### src/rtl/core/kdht_pkg.sv
`default_nettype none
package kdht_pkg;

   localparam int KDHT_MAX_ROWS  = 8;
   localparam int KDHT_MAX_COLS  = 16;
   localparam int KDHT_TIME_BITS = 32;

   localparam int KDHT_CSR_DATA_W = 24;
   localparam int KDHT_CSR_IDX_W  = 2;

   localparam logic [19:0] KDHT_DEBOUNCE_RESET = 20'd5000;
   localparam logic [23:0] KDHT_HOLD_RESET     = 24'd500000;
   localparam logic [3:0]  KDHT_ROWS_RESET     = 4'd8;
   localparam logic [4:0]  KDHT_COLS_RESET     = 5'd16;

   typedef enum logic [KDHT_CSR_IDX_W-1:0] {
      CSR_DEBOUNCE_TIME = 2'd0,
      CSR_HOLD_TIME     = 2'd1,
      CSR_ROWS_IN_USE   = 2'd2,
      CSR_COLS_IN_USE   = 2'd3
   } kdht_csr_index_type;

   typedef enum logic [2:0] {
      PH_IDLE        = 3'd0,
      PH_DEB_PRESS   = 3'd1,
      PH_PRESSED     = 3'd2,
      PH_HOLDING     = 3'd3,
      PH_DEB_RELEASE = 3'd4
   } kdht_phase_type;

   typedef struct packed {
      logic [19:0] debounce_time;
      logic [23:0] hold_time;
      logic [3:0]  rows_in_use;
      logic [4:0]  cols_in_use;
   } kdht_cfg_type;

   typedef struct packed {
      logic [2:0] key_phase;
      logic       is_down;
      logic       is_holding;
      logic       press_event;
      logic       release_event;
   } kdht_flags_type;

endpackage
`default_nettype wire

### src/rtl/core/kdht_csr.sv
`default_nettype none
module kdht_csr import kdht_pkg::*; (
   input  wire logic                       clock,
   input  wire logic                       reset,
   input  wire logic                       csr_wr_en,
   input  wire logic [KDHT_CSR_IDX_W-1:0]  csr_index,
   input  wire logic [KDHT_CSR_DATA_W-1:0] csr_data,
   output kdht_cfg_type                    cfg
);

   kdht_cfg_type cfg_ff, cfg_in;

   always_comb begin
      cfg_in = cfg_ff;
      if (csr_wr_en) begin
         case (kdht_csr_index_type'(csr_index))
            CSR_DEBOUNCE_TIME: cfg_in.debounce_time = csr_data[19:0];
            CSR_HOLD_TIME:     cfg_in.hold_time     = csr_data[23:0];
            CSR_ROWS_IN_USE:   cfg_in.rows_in_use   = csr_data[3:0];
            CSR_COLS_IN_USE:   cfg_in.cols_in_use   = csr_data[4:0];
            default: ;
         endcase
      end
   end

   always_ff @(posedge clock) begin
      if (reset) begin
         cfg_ff.debounce_time <= KDHT_DEBOUNCE_RESET;
         cfg_ff.hold_time     <= KDHT_HOLD_RESET;
         cfg_ff.rows_in_use   <= KDHT_ROWS_RESET;
         cfg_ff.cols_in_use   <= KDHT_COLS_RESET;
      end else begin
         cfg_ff <= cfg_in;
      end
   end

   assign cfg = cfg_ff;

endmodule
`default_nettype wire

### config.mk
export PLATFORM = sky130hd
export DESIGN_NAME = kdht_csr
export DESIGN_NICKNAME = d
export VERILOG_FILES = /design/src/rtl/core/kdht_pkg.sv /design/src/rtl/core/kdht_csr.sv
export SDC_FILE = /design/constraint.sdc
export NUM_CORES = 1
export LEC_CHECK = 0
export ABC_AREA = 1
export BUFFER_PORTS_ARGS = -buffer_cell sky130_fd_sc_hd__buf_2
export CORE_MARGIN = 2
export CORE_UTILIZATION = 45
export DETAILED_ROUTE_END_ITERATION = 7
export GPL_TIMING_DRIVEN = 0
export HOLD_SLACK_MARGIN = 0.05
export PLACE_DENSITY = 0.8
export SYNTH_ARGS = -nofsm -noshare
export SYNTH_HDL_FRONTEND = slang
export SYNTH_SLANG_ARGS = --single-unit
export TNS_END_PERCENT = 20
### constraint.sdc
create_clock -name clock -period 1.1 [get_ports clock]
set_clock_uncertainty 0.15 [all_clocks]
set_input_delay 0.055 -clock clock [delete_from_list [all_inputs] [get_ports clock]]
set_output_delay 0.055 -clock clock [all_outputs]
set_load 0.02 [all_outputs]
* After elaboration in Yosys (flattened, before gate mapping)
Index checks and enable logic that the tools add are counted.
Operators by class: equality and inequality tests 3, reductions and logical operators 5
Operators with widths (number):
- 2-bit AND reduction | 4
- 2-bit == test, second input constant | 2
- 2-bit by 1-bit == test with 1-bit output, second input constant | 1
- 2-bit zero test | 1
Word-level totals: register bits after elaboration 53, logic and storage cells 12

* Logic depth before layout (Yosys ltp)
depth in word-level cells 2, mapped depth 7, mapped depth without buffers 5

* Worst setup path after synthesis
No wires, ideal clock.
path type input -> register, start point input csr_index[1], end point register cfg_ff (netlist bit cfg[33]), arrival time 735 ps, required time 835 ps, path slack 100 ps, cell stages on the path 6, cells stage by stage buf_4 > nor2_4 > buf_2 > nand3_1 > nand2_1 > nor2_1
Between the ends: word-level cells in the longest chain between the ends 2
RTL lines:
- from (decl) | line kdht_csr.sv:6 | input wire logic [KDHT_CSR_IDX_W-1:0] csr_index,
- 2-bit zero test | line kdht_csr.sv:16 | case (kdht_csr_index_type'(csr_index))
- 2-bit AND reduction (no line)
- to (signal assigned) | line kdht_csr.sv:33 | cfg_ff <= cfg_in;
- to (decl) | line kdht_csr.sv:11 | kdht_cfg_type cfg_ff, cfg_in;
Every way passes these cells. A chain may end at the register's enable or synchronous reset.

* Final worst setup path
start point register cfg_ff (netlist bit cfg[39]), end point output cfg[39] in the netlist's numbering
RTL lines:
- to (decl) | line kdht_csr.sv:8 | output kdht_cfg_type cfg
No word-level cell between the ends.

==> run_results.csv <==
group,metric,value,unit
grt,grt_max_degree,16,
sta,finalMaxSlewViolations,0,
outcome,status,"finished with violations",
detailed_routing,met3_wirelength,416,microns
detailed_routing,wl_per_cell,11.34,microns
sta,worstMarginPinSlew,0.5186,ns
power,ir_drop,0.7671,mV
grt,antenna_found_initial,0,
critical_path,crit_path_max_fanout,2,
power,total_power,3.837,mW
synthesis,synthSimpleGateAreaFrac,0.3635,
critical_path,crit_chain,"buf_2",
cts,cts_tree,"done",
sta,hold-worst-slack,-0.05268,ns
critical_path,r2r_cells,4,
grt,gr-total-overflow,0,
cts,cts_hold_buf,27,
die,die_y,73.92,microns
critical_path,path_depth,1,
detailed_routing,vias,2267,
detailed_routing,top_layer,"met4",
critical_path,critPathSlowestCell,"dfxtp_1",
synthesis,synth.avg_cell_area,6.917,sq um
sta,rsz0062_at_grt,"no",
finish,syn_to_final_growth,37.60,%
detailed_routing,wl_met2,2694,microns
sta,period_minus_slack,1.046,ns
cts,root_buffer,"clkbuf_8",
power,p_per_area,1268,mW/mm^2
sta,fin_setup_tns,0,ns
hold_path,hold_class,"input pin to register",
place,gp_congestion,0.8222,
synthesis,syn_nets,347,
finish,nNetsFinal,460,
sta,relSlewSlack,0.6542,
critical_path,worst-path-buf-inv,1,
detailed_routing,firstDrtPassIters,4,
sta,setup_viol,0,
cts,post_cts.repair.setup_buffers,0,
finish,fillers,437,
critical_path,crit_arrival,0.84,ns
critical_path,start_kind,"register",
finish,fin_cells,499,
detailed_routing,viasPerCell,4.543,
synthesis,synth_mux_area_frac,0,
die,dieWidth,73.92,microns
critical_path,crit_required,0.89,ns
grt,grt_usage,0.2171,
detailed_routing,wl,5658,microns
cts,clk_path_buf_depth,2,
critical_path,cp_top_family,"flip-flops",
cts,path_clk_slew,0.09,ns
synthesis,synthCells,318,
finish,largest_register_ffs,53,
flow_run,cap_violations,0,
synthesis,yosys_warnings,0,
finish,drive_above_1_share,0.2431,
critical_path,crit_path_max_incr_delay,0.36,ns
synthesis,synth_compound_area_frac,0.03413,
detailed_routing,drc,0,
die,start_util,0.4657,
hold_path,holdPathStages,3,
synthesis,yosysSeqAreaShare,0.4824,
synthesis,yosys.cell_types.count,15,
place,io_buffers,80,
sta,hold_viol_final,3,
cts,worstSkewPairLatency,0.31,ns
synthesis,synth_seq_cells,53,
die,io_pins,82,
place,place_inst,465,
synthesis,syn-cell-area,0.002200,sq mm
grt,grt_pass1_wl,9128,microns
sta,period_share,0.9509,
place,place_hpwl,3927,microns
power,p_leak,1.672,nW
detailed_routing,drtIter0Drc,128,
detailed_routing,wl_met1,2502,microns
die,rows,25,
die,core,0.004723,sq mm
cts,cts.sinks,53,
sta,fmax,956.1,MHz
synthesis,synth_top_family_by_area,"simple AND/OR/NAND/NOR gates",
cts,cts_buffers,5,
critical_path,end_kind,"output pin",
critical_path,path_class,"register to output pin",
grt,grt_pass1_vias,2085,
synthesis,yosys.area_share.adder,0,
die,dieArea,0.005463,sq mm
finish,antenna_cells,0,
detailed_routing,ant_nets,0,
synthesis,synthXorXnorAreaFrac,0,
cts,htree_levels,2,
outcome,violations,"negative hold slack",
[metal layers]
metal,track usage,vias to the layer above
li1,-,1177
met1,0.2606,1011
met2,0.3839,75
met3,0.06173,4
met4,0.05051,0
met5,0,-
[path summary, 6_finish.rpt]
path                                to  slack [ns]                  from
hold reg to reg   cfg[40]$_SDFFE_PP1P_        0.31  cfg[40]$_SDFFE_PP1P_
setup / recovery               cfg[39]        0.05  cfg[39]$_SDFFE_PP0P_
hold / removal     cfg[8]$_SDFFE_PP1P_       -0.05          csr_index[1]
setup reg to reg  cfg[30]$_SDFFE_PP0P_        0.30  cfg[30]$_SDFFE_PP0P_
[what timing repair did]
action / in CTS / in global routing
hold endpoints to repair: 53 / 9
resized for setup: 0 / 0
endpoints found under the setup margin: 0 / 1
[cell usage in the layout (no fill, tap or decap)]
cell / Yosys / layout
buf_4: 5 / 5
nand4_1: 1 / 1
clkinv_2: 0 / 2
a21oi_1: 15 / 15
nor2_1: 65 / 65
nand2_1: 87 / 87
nor2_2: 1 / 1
clkbuf_8: 0 / 5
buf_6: 2 / 2
nand3_1: 34 / 34
clkbuf_1: 3 / 4
clkinv_1: 1 / 1
dlygate4sd3_1: 0 / 26
nor2_4: 1 / 1
inv_1: 41 / 41
dfxtp_1: 53 / 53
buf_2: 7 / 87
nand3_4: 2 / 2
[cells in the mapped netlist (all sizes together)]
| library cell | count | share of area |
|---|---|---|
| nand2 | 87 | 0.15 |
| buf | 14 | 0.043 |
| dfxtp | 53 | 0.48 |
| nand4 | 1 | 0.0028 |
| inv | 41 | 0.070 |
| nor2 | 67 | 0.12 |
| clkinv | 1 | 0.0017 |
| a21oi | 15 | 0.034 |
| nand3 | 36 | 0.093 |
| clkbuf | 3 | 0.0051 |
[where the power goes]
| part | internal (mW) | switching, mW | total [mW] |
|---|---|---|---|
| combinational | 0.286 | 0.435 | 0.721 |
| sequential | 2.02 | 0.0481 | 2.07 |
| clock | 0.442 | 0.607 | 1.05 |
| total | 2.75 | 1.09 | 3.84 |
[through the flow]
step	setup slack, ns	hold slack [ns]	util	area (sq um)
floorplan	0.09986	-0.003386	-	2200
global placement	-0.02200	0.1072	0.5682	2684
detailed placement	-0.05444	0.1206	0.5682	2684
CTS	0.05946	-0.05752	0.6429	3037
global route	0.01346	-0.04363	0.6408	3027
finish	0.05406	-0.05268	0.6408	3027
[cell families after synthesis]
family,count (synthesis)
AO/OA/AOI/OAI,15
flip-flops,53
buffers and inverters,59
AND/OR/NAND/NOR,191
[layout make-up]
class	instances	area, sq um	area share
flip-flops and latches	53	1061	0.3506
multi-input cells	206	874.6	0.2890
repair buffers	106	660.6	0.2183
inverters	42	157.7	0.05209
plain buffers	17	106.4	0.03514
well taps	67	83.83	0.02770
clock buffers	6	72.57	0.02398
clock inverters	2	10.01	0.003307
Power figures use the tool's default switching activity.
